--- config.mk ---
export PLATFORM = sky130hd
export DESIGN_NAME = octahedral_normal_encoder_top
export DESIGN_NICKNAME = d
export VERILOG_FILES = /design/src/sv/oct_enc_pkg.sv /design/src/sv/octahedral_normal_encoder_top.sv /design/src/sv/oct_enc_div_stage.sv
export SDC_FILE = /design/constraint.sdc
export NUM_CORES = 2
export LEC_CHECK = 0
export BUFFER_PORTS_ARGS = -buffer_cell sky130_fd_sc_hd__buf_4
export CAP_MARGIN = 20
export CORE_ASPECT_RATIO = 1.2
export CORE_MARGIN = 10
export CORE_UTILIZATION = 64
export CTS_CLUSTER_DIAMETER = 40
export DETAILED_ROUTE_END_ITERATION = 6
export PLACE_DENSITY = 0.84
export SLEW_MARGIN = 10
export SYNTH_ARGS = -nofsm -noshare
export SYNTH_HDL_FRONTEND = slang
export SYNTH_SLANG_ARGS = --single-unit
export TNS_END_PERCENT = 100
--- constraint.sdc ---
create_clock -name i_clk -period 7.1 [get_ports i_clk]
set_input_delay 0.71 -clock i_clk [delete_from_list [all_inputs] [get_ports i_clk]]
set_output_delay 0.71 -clock i_clk [all_outputs]
set_load 0.05 [all_outputs]
--- src/sv/oct_enc_pkg.sv ---
// shared constants and types for the octahedral normal encoder
// no dependencies; imported by oct_enc_div_stage, octahedral_normal_encoder_top and its testbench
`default_nettype none

package oct_enc_pkg;

    localparam int COMPONENT_BITS_DEF = 16;
    localparam int OUT_BITS           = 16;
    // quotient bits: results lie in 0..32767
    localparam int Q_BITS             = 15;
    // scale 32767 doubled is 2^(Q_BITS+1) - 2
    localparam int SCALE2_SHIFT       = Q_BITS + 1;

    typedef struct packed {
        logic neg_u;
        logic neg_v;
        logic zero;
    } t_side;

endpackage

`default_nettype wire

--- src/sv/octahedral_normal_encoder_top.sv ---
// octahedral normal encoder: registered stages from input transaction to result
// (absolute values, sum and fold, numerator build, 15 one-bit division steps, sign)
// throughput one transaction per cycle while no stall holds the pipeline, set by the fully pipelined divider
// a stall holds each stage only where the stage after it is full
// reset clears the stage valid bits only; payload registers are not reset
// depends on oct_enc_pkg and oct_enc_div_stage
`default_nettype none

module octahedral_normal_encoder_top #(
    parameter int COMPONENT_BITS = oct_enc_pkg::COMPONENT_BITS_DEF
) (
    input  wire logic                              i_clk,
    input  wire logic                              i_rst_n,
    input  wire logic                              i_in_valid,
    output logic                                   o_in_ready,
    input  wire logic signed [COMPONENT_BITS-1:0]  i_normal_x,
    input  wire logic signed [COMPONENT_BITS-1:0]  i_normal_y,
    input  wire logic signed [COMPONENT_BITS-1:0]  i_normal_z,
    output logic                                   o_out_valid,
    input  wire logic                              i_out_ready,
    output logic signed [oct_enc_pkg::OUT_BITS-1:0] o_oct_u,
    output logic signed [oct_enc_pkg::OUT_BITS-1:0] o_oct_v
);
    import oct_enc_pkg::*;

    localparam int CB  = COMPONENT_BITS;
    localparam int MW  = CB + 1;
    localparam int DW  = CB + 2;
    localparam int NW  = MW + SCALE2_SHIFT;
    localparam int NST = Q_BITS + 4;
    localparam int DIV0 = 3;

    logic [NST-1:0] r_vld;
    logic [NST:0]   w_en;

    // stage a: magnitudes
    logic [CB-1:0] r_ax;
    logic [CB-1:0] r_ay;
    logic [CB-1:0] r_az;
    logic          r_sx;
    logic          r_sy;
    logic          r_zn;

    // stage b: sum and folded numerators
    logic [MW-1:0] r_s;
    logic [MW-1:0] r_mu;
    logic [MW-1:0] r_mv;
    t_side         r_b_side;

    // stage c feeds the division chain
    logic [NW-1:0] w_num_u;
    logic [NW-1:0] w_num_v;

    logic [DW-1:0]     w_den   [0:Q_BITS];
    logic [DW-1:0]     w_rem_u [0:Q_BITS];
    logic [Q_BITS-1:0] w_low_u [0:Q_BITS];
    logic [Q_BITS-1:0] w_quo_u [0:Q_BITS];
    logic [DW-1:0]     w_rem_v [0:Q_BITS];
    logic [Q_BITS-1:0] w_low_v [0:Q_BITS];
    logic [Q_BITS-1:0] w_quo_v [0:Q_BITS];
    t_side             w_side  [0:Q_BITS];

    logic [DW-1:0]     r_c_den;
    logic [DW-1:0]     r_c_rem_u;
    logic [Q_BITS-1:0] r_c_low_u;
    logic [DW-1:0]     r_c_rem_v;
    logic [Q_BITS-1:0] r_c_low_v;
    t_side             r_c_side;

    logic [OUT_BITS-1:0] r_oct_u;
    logic [OUT_BITS-1:0] r_oct_v;

    logic [CB-1:0] w_ax;
    logic [CB-1:0] w_ay;
    logic [CB-1:0] w_az;

    // a stage may load when empty or when its contents move on
    always_comb begin
        w_en[NST] = i_out_ready;
        for (int k = NST - 1; k >= 0; k--) begin
            w_en[k] = !r_vld[k] || w_en[k+1];
        end
    end

    always_ff @(posedge i_clk) begin
        if (!i_rst_n) begin
            r_vld <= '0;
        end else begin
            if (w_en[0]) begin
                r_vld[0] <= i_in_valid;
            end
            for (int k = 1; k < NST; k++) begin
                if (w_en[k]) begin
                    r_vld[k] <= r_vld[k-1];
                end
            end
        end
    end

    assign o_in_ready = w_en[0];

    always_comb begin
        w_ax = i_normal_x[CB-1] ? CB'(~i_normal_x + 1'b1) : CB'(i_normal_x);
        w_ay = i_normal_y[CB-1] ? CB'(~i_normal_y + 1'b1) : CB'(i_normal_y);
        w_az = i_normal_z[CB-1] ? CB'(~i_normal_z + 1'b1) : CB'(i_normal_z);
    end

    always_ff @(posedge i_clk) begin
        if (w_en[0]) begin
            r_ax <= w_ax;
            r_ay <= w_ay;
            r_az <= w_az;
            r_sx <= i_normal_x[CB-1];
            r_sy <= i_normal_y[CB-1];
            r_zn <= i_normal_z[CB-1];
        end
    end

    // lower hemisphere: s - |y| = |x| + |z|, s - |x| = |y| + |z|
    always_ff @(posedge i_clk) begin
        if (w_en[1]) begin
            r_s            <= MW'(r_ax) + MW'(r_ay) + MW'(r_az);
            r_mu           <= r_zn ? MW'(r_ax) + MW'(r_az) : MW'(r_ax);
            r_mv           <= r_zn ? MW'(r_ay) + MW'(r_az) : MW'(r_ay);
            r_b_side.neg_u <= r_sx;
            r_b_side.neg_v <= r_sy;
            r_b_side.zero  <= ((r_ax | r_ay | r_az) == '0);
        end
    end

    // numerator 2*32767*m + s, divisor 2*s
    always_comb begin
        w_num_u = NW'({r_mu, {SCALE2_SHIFT{1'b0}}}) - NW'({r_mu, 1'b0}) + NW'(r_s);
        w_num_v = NW'({r_mv, {SCALE2_SHIFT{1'b0}}}) - NW'({r_mv, 1'b0}) + NW'(r_s);
    end

    always_ff @(posedge i_clk) begin
        if (w_en[2]) begin
            r_c_den   <= {r_s, 1'b0};
            r_c_rem_u <= w_num_u[NW-1:Q_BITS];
            r_c_low_u <= w_num_u[Q_BITS-1:0];
            r_c_rem_v <= w_num_v[NW-1:Q_BITS];
            r_c_low_v <= w_num_v[Q_BITS-1:0];
            r_c_side  <= r_b_side;
        end
    end

    assign w_den[0]   = r_c_den;
    assign w_rem_u[0] = r_c_rem_u;
    assign w_low_u[0] = r_c_low_u;
    assign w_quo_u[0] = '0;
    assign w_rem_v[0] = r_c_rem_v;
    assign w_low_v[0] = r_c_low_v;
    assign w_quo_v[0] = '0;
    assign w_side[0]  = r_c_side;

    for (genvar g = 0; g < Q_BITS; g++) begin : g_div
        oct_enc_div_stage #(
            .DW (DW)
        ) u_stage (
            .i_clk   (i_clk),
            .i_load  (w_en[DIV0+g]),
            .i_den   (w_den[g]),
            .i_rem_u (w_rem_u[g]),
            .i_low_u (w_low_u[g]),
            .i_quo_u (w_quo_u[g]),
            .i_rem_v (w_rem_v[g]),
            .i_low_v (w_low_v[g]),
            .i_quo_v (w_quo_v[g]),
            .i_side  (w_side[g]),
            .o_den   (w_den[g+1]),
            .o_rem_u (w_rem_u[g+1]),
            .o_low_u (w_low_u[g+1]),
            .o_quo_u (w_quo_u[g+1]),
            .o_rem_v (w_rem_v[g+1]),
            .o_low_v (w_low_v[g+1]),
            .o_quo_v (w_quo_v[g+1]),
            .o_side  (w_side[g+1])
        );
    end

    // quotient is at most 32767 so it fits the output without a clamp
    always_ff @(posedge i_clk) begin
        if (w_en[NST-1]) begin
            if (w_side[Q_BITS].zero) begin
                r_oct_u <= '0;
                r_oct_v <= '0;
            end else begin
                r_oct_u <= w_side[Q_BITS].neg_u ? OUT_BITS'(0) - {1'b0, w_quo_u[Q_BITS]}
                                                : {1'b0, w_quo_u[Q_BITS]};
                r_oct_v <= w_side[Q_BITS].neg_v ? OUT_BITS'(0) - {1'b0, w_quo_v[Q_BITS]}
                                                : {1'b0, w_quo_v[Q_BITS]};
            end
        end
    end

    assign o_out_valid = r_vld[NST-1];
    assign o_oct_u     = r_oct_u;
    assign o_oct_v     = r_oct_v;

    // w_den past the last step is unused downstream
    logic w_unused;
    assign w_unused = ^{w_den[Q_BITS], w_rem_u[Q_BITS], w_low_u[Q_BITS],
                        w_rem_v[Q_BITS], w_low_v[Q_BITS]};

endmodule

`default_nettype wire

--- src/sv/oct_enc_div_stage.sv ---
// one registered restoring-division step for both coordinates sharing a divisor
// depends on oct_enc_pkg
`default_nettype none

module oct_enc_div_stage #(
    parameter int DW = 18
) (
    input  wire logic                          i_clk,
    input  wire logic                          i_load,
    input  wire logic [DW-1:0]                 i_den,
    input  wire logic [DW-1:0]                 i_rem_u,
    input  wire logic [oct_enc_pkg::Q_BITS-1:0] i_low_u,
    input  wire logic [oct_enc_pkg::Q_BITS-1:0] i_quo_u,
    input  wire logic [DW-1:0]                 i_rem_v,
    input  wire logic [oct_enc_pkg::Q_BITS-1:0] i_low_v,
    input  wire logic [oct_enc_pkg::Q_BITS-1:0] i_quo_v,
    input  wire oct_enc_pkg::t_side            i_side,
    output logic      [DW-1:0]                 o_den,
    output logic      [DW-1:0]                 o_rem_u,
    output logic      [oct_enc_pkg::Q_BITS-1:0] o_low_u,
    output logic      [oct_enc_pkg::Q_BITS-1:0] o_quo_u,
    output logic      [DW-1:0]                 o_rem_v,
    output logic      [oct_enc_pkg::Q_BITS-1:0] o_low_v,
    output logic      [oct_enc_pkg::Q_BITS-1:0] o_quo_v,
    output oct_enc_pkg::t_side                 o_side
);
    import oct_enc_pkg::*;

    logic [DW:0]     w_try_u;
    logic [DW:0]     w_try_v;
    logic            w_ge_u;
    logic            w_ge_v;
    logic [DW-1:0]   n_rem_u;
    logic [DW-1:0]   n_rem_v;

    logic [DW-1:0]     r_den;
    logic [DW-1:0]     r_rem_u;
    logic [Q_BITS-1:0] r_low_u;
    logic [Q_BITS-1:0] r_quo_u;
    logic [DW-1:0]     r_rem_v;
    logic [Q_BITS-1:0] r_low_v;
    logic [Q_BITS-1:0] r_quo_v;
    t_side             r_side;

    always_comb begin
        w_try_u = {i_rem_u, i_low_u[Q_BITS-1]};
        w_try_v = {i_rem_v, i_low_v[Q_BITS-1]};
        w_ge_u  = (w_try_u >= {1'b0, i_den});
        w_ge_v  = (w_try_v >= {1'b0, i_den});
        n_rem_u = w_ge_u ? DW'(w_try_u - {1'b0, i_den}) : DW'(w_try_u);
        n_rem_v = w_ge_v ? DW'(w_try_v - {1'b0, i_den}) : DW'(w_try_v);
    end

    always_ff @(posedge i_clk) begin
        if (i_load) begin
            r_den   <= i_den;
            r_rem_u <= n_rem_u;
            r_low_u <= {i_low_u[Q_BITS-2:0], 1'b0};
            r_quo_u <= {i_quo_u[Q_BITS-2:0], w_ge_u};
            r_rem_v <= n_rem_v;
            r_low_v <= {i_low_v[Q_BITS-2:0], 1'b0};
            r_quo_v <= {i_quo_v[Q_BITS-2:0], w_ge_v};
            r_side  <= i_side;
        end
    end

    assign o_den   = r_den;
    assign o_rem_u = r_rem_u;
    assign o_low_u = r_low_u;
    assign o_quo_u = r_quo_u;
    assign o_rem_v = r_rem_v;
    assign o_low_v = r_low_v;
    assign o_quo_v = r_quo_v;
    assign o_side  = r_side;

endmodule

`default_nettype wire

[Word-level counts from Yosys, hierarchy flattened]
Cells that the tools add are included.
Cells by class
  add/subtract/negate cells: 41
  multiply operators: 0
  divide/modulo/power cells: 0
  order comparisons: 30
  equality and inequality tests: 0
  shift-type cells: 0
  mux-type cells: 35
  bitwise gates (word level): 7
  reduce and logical (&&, ||, !) cells: 41
Operator list (number)
  19-bit by 18-bit greater-or-equal comparator with 1-bit output: 30
  18-bit two-way mux: 28
  18-bit subtractor: 28
  15-bit two-way mux: 5
  33-bit by 17-bit adder with 33-bit output: 2
  33-bit by 18-bit subtractor with 33-bit output: 2
  16-bit by 16-bit adder with 17-bit output: 3
  16-bit by 1-bit adder with 16-bit output, second input constant: 3
  16-bit NOT: 3
  16-bit two-way mux: 2
  16-bit bitwise OR: 2
  1-bit by 15-bit subtractor with 16-bit output, first input constant: 2
  1-bit zero test: 19
  1-bit logical OR: 19
  17-bit by 16-bit adder with 17-bit output: 1
  16-bit zero test: 1
  2-bit OR reduction: 2
  1-bit NOT: 2
Word-level totals
  register bits: 1479
  latch bits: 0
  memory bits (writable): 0
  ROM bits: 0
  input bits: 52
  output and inout port bits: 34
  memories kept: 0

[Logic depth before layout (Yosys ltp)]
  depth after elaboration: 20
  mapped depth: 15

[Cells and area by module]
A second synthesis with hierarchy kept.
Unflattened totals
  cells, all modules: 8230
  area total of the unflattened synthesis: 105187.1 um2
Modules (own cells, without submodules)
  oct_enc_div_stage (g_div[13].u_stage ...): instances 7, cells each 466, area an instance 6028.3 um2, sequential area each 3453.3 um2
  oct_enc_div_stage (g_div[0].u_stage ...): instances 6, cells each 440, area an instance 5905.7 um2, sequential area each 3453.3 um2
  octahedral_normal_encoder_top: instances 1, cells each 1469, area an instance 15665.0 um2, sequential area each 7016.7 um2
  oct_enc_div_stage (g_div[5].u_stage): instances 1, cells each 430, area an instance 5952.0 um2, sequential area each 3453.3 um2
  oct_enc_div_stage (g_div[12].u_stage): instances 1, cells each 429, area an instance 5938.2 um2, sequential area each 3453.3 um2

[Worst setup path before layout]
Ideal clock, no wire load.
  kind: input-to-output
  start point: input port i_out_ready
  end point: output port o_in_ready
  data arrival time: 4.543 ns
  required time: 6.390 ns
  setup slack: 1.847 ns
  stages: 10
  buffers on the path: 1
  path through: and3b_1 > buf_2 > and4_1 > and2_4 > inv_2 > nor3_4 > and3_2 > and3_4 > and3_1 > nand2_1
On the way
  cells in the longest elaborated chain, start to end: 19
Ends and longest elaborated chain
  from (decl): line octahedral_normal_encoder_top.sv:20  | input wire logic i_out_ready,
  1-bit logical OR (6 in a row): line octahedral_normal_encoder_top.sv:81  | w_en[k] = !r_vld[k] || w_en[k+1];
  net g_div[10].u_stage.i_load: line oct_enc_div_stage.sv:9  | input wire logic i_load,
  1-bit logical OR (13 in a row): line octahedral_normal_encoder_top.sv:81
  to (decl): line octahedral_normal_encoder_top.sv:15  | output logic o_in_ready,
The timed path passes the listed nets, and every way through them passes these cells.

[Worst setup path in the final report]
  start point: register r_vld[18]
  end point: output port o_in_ready
On the way
  cells in the longest elaborated chain, start to end: 20
Ends and longest elaborated chain
  from (decl): line octahedral_normal_encoder_top.sv:33  | logic [NST-1:0] r_vld;
  from (signal, indexed assignment): line octahedral_normal_encoder_top.sv:94  | r_vld[k] <= r_vld[k-1];
  1-bit zero test: line octahedral_normal_encoder_top.sv:81
  1-bit logical OR (6 in a row): line octahedral_normal_encoder_top.sv:81
  net g_div[10].u_stage.i_load: line oct_enc_div_stage.sv:9
  1-bit logical OR (13 in a row): line octahedral_normal_encoder_top.sv:81
The timed path passes the listed nets, and every way through them passes these cells.

==> impl_metrics.ini <==
[timing]
tightest_slew_ns = 1.09
final-hold-violation-count = 0
min_period_ns = 5.48
fin_setup_tns_ns = 0
fin_crit_sh_pct = 77.2
slew_headroom_pct = 27.4
rsz0062_at_grt = false
setup_viol = 0
max_freq_ghz = 0.182
finClkSkew_ns = 0.0268
maxSlewViolCount = 0

[global_route]
busiest_layer = met2
grt_usage_pct = 28.1
grt_pass1_vias = 54634
use_met2_pct = 52.4
grt_max_degree = 86
grt_overflow = 0
use_met3_pct = 4.58
antenna_found_initial = 2
grt_first_pass_wirelength_mm = 303
use_met1_pct = 25.0

[logic_synthesis]
ys_ff_latch = 1449
synth_nets = 7390
async_reset_ff_share_pct = 0
synthAdderAreaFrac_pct = 11.7
synth_warnings = 0
ys.flop_type = edfxtp_1
synth_compound_area_share_pct = 11.6
synth.avg_cell_area_um2 = 12.1
synth_area_um2 = 80200
synth_edf_count = 1430
synth_cells = 6619
synth_xor_area_share_pct = 5.61
synthMuxAreaShare_pct = 4.71
yosys.area_share.simple_pct = 9.14
synth_top_family_by_area = adder cells
synth_cell_types = 92
synth-seq-area-share_pct = 54.0

[worst_setup_path]
cpMaxStageDelayCell = nor3_4
cpLargestDelayFamily = simple AND/OR/NAND/NOR gates
path_max_fanout = 52
path_cells = and3b_1, and4_1, and2_4, clkinv_2, nor3_4, and3_2, and3_4, and3_1, nand2_2, buf_4, buf_4
cp_num_buf_inv = 3
critPathMaxStageDelay_ns = 0.52
endpoint_kind = output port
cp_common_cell = buf_4
path_class = reg2out
arrival_ns = 4.77
worstSetupStartpointType = register
critPathRequiredTime_ns = 6.39

[clocking]
cts_buffers = 168
cts_tree = yes
post_cts_resized = 0
cts.sinks = 1449
cts-root-buf = clkbuf_16
cts_max_level = 4
clockBufferDepth = 3
clk_latency_ns = 0.82
cts_hold_buf = 0
postCtsSetupBuffers = 0
clkTransAtPathRegs_ns = 0.06

[floorplanning]
start_util_pct = 64.3
die_h_um = 408
ios = 86
fp.dieArea_um2 = 140000
row_count = 142
dieWidth_um = 343
core_area_um2 = 125000

[run]
cap_violations = 0

[detailed_routing]
first_iter_violations = 3331
route.antenna.remaining_nets = 0
post_drt_via_cell_ratio = 6.14
firstDrtPassIters = 5
drc = 0
via_count = 52939
wl_per_cell_um = 23.1
drt-total-wl_mm = 199

[final_layout]
nets = 7598
synthToLayoutAreaGrowth_pct = 10.6
diodes = 0
drive_above_1_share_pct = 11.6

[min_path]
hp-class = in2reg

[status]
run_status = finished clean

[placed_design]
gp_congestion = 0.992
place_hpwl_mm = 154
portBuffers = 85
==> per-stage QoR <==
step,cell area (um2),util [%],setup WS [ns],hold slack [ns],std cells
floorplan,80200,-,1.85,0.400,6619
global placement,82800,66.4,2.06,0.401,8302
detailed placement,82800,66.4,1.96,0.405,8304
CTS,88500,71.0,1.56,0.0657,8616
global route,88700,71.1,1.33,0.0987,8625
finish,88700,71.1,1.62,0.120,8625
==> sequential cells by signal (all words and copies together) (netlist names), 19 cells and up <==
| register | cells |
|---|---|
| g_div.u_stage.o_den | 225 |
| g_div.u_stage.o_quo_v | 120 |
| g_div.u_stage.o_side | 45 |
| g_div.u_stage.o_quo_u | 120 |
| g_div.u_stage.o_rem_v | 252 |
| r_vld | 19 |
| g_div.u_stage.o_low_u | 100 |
| g_div.u_stage.o_rem_u | 252 |
| g_div.u_stage.o_low_v | 95 |
==> worst paths after layout <==
path | start | end | slack, ns | cells after the start
worst max register to register | r_vld[18] | r_ay[2] | 3.10 | 10
worst max-delay path | r_vld[18] | o_in_ready | 1.62 | 11
worst min-delay path | i_normal_z[0] | r_az[0] | 0.12 | 1
worst min register to register | g_div[8].u_stage.o_quo_u[3] | g_div[9].u_stage.o_quo_u[4] | 0.41 | 0
==> synthesized netlist by cell type, types with 111 or more instances <==
master | number | area [um2]
nor3_1 | 120 | 601
nand2_1 | 340 | 1280
nor2b_1 | 111 | 694
mux2_2 | 271 | 3050
xor2_1 | 179 | 1570
xnor2_1 | 335 | 2930
o21ai_0 | 244 | 1220
a21o_1 | 129 | 968
a21oi_1 | 485 | 2430
edfxtp_1 | 1430 | 42900
inv_1 | 554 | 2080
nor2_1 | 434 | 1630
ha_1 | 668 | 8360
==> layout make-up <==
type	instances	area (um2)
Sequential cell	1449	43300
Fill cell	8340	36000
Multi-Input combinational cell	4524	34400
Clock buffer	194	4330
Inverter	556	2090
Tap cell	1656	2070
Clock inverter	118	1360
Timing Repair Buffer	128	1090
==> layer usage <==
layer	routed length, um	share of wire (%)	vias up
li1	-	-	25000
met1	62700	31	25313
met2	106000	53	1781
met3	8390	4.2	841
met4	22300	11	4
met5	28	0.014	-
==> placed cells by master, fill, tap and decap left out, types with 41 or more instances in the layout <==
master	netlist	routed
edfxtp_1	1430	1430
ha_1	668	668
inv_1	554	547
a21oi_1	485	484
nor2_1	434	434
xnor2_1	335	335
nand2_1	340	332
mux2_2	271	271
o21ai_0	244	244
xor2_1	179	179
clkbuf_16	0	168
a21o_1	129	129
nor3_1	120	120
buf_4	9	117
nor2b_1	111	111
nand3_1	96	95
o21a_1	93	93
nand2b_1	90	90
nand4_1	72	72
mux2i_1	66	66
a31oi_1	65	60
o211ai_1	58	58
fa_1	51	51
o21ai_1	49	48
and3_1	41	41
==> cell families after synthesis <==
kind of cell             Yosys count
multiplexers                     343
buffers and inverters            646
AND/OR/NAND/NOR                 1495
XOR/XNOR                         514
adder cells (fa/ha/maj)          719
AO/OA/AOI/OAI                   1453
flip-flops                      1449
==> worst register-to-register path, delay by kind of cell, from the launching register on <==
kind,cells,cell delay (ns)
flops,1,0.35
simple gates,8,2.59
buf+inv,2,0.71
Power is not shown: default switching activity piles up to over one toggle a cycle in this logic, so the estimate is an artifact.
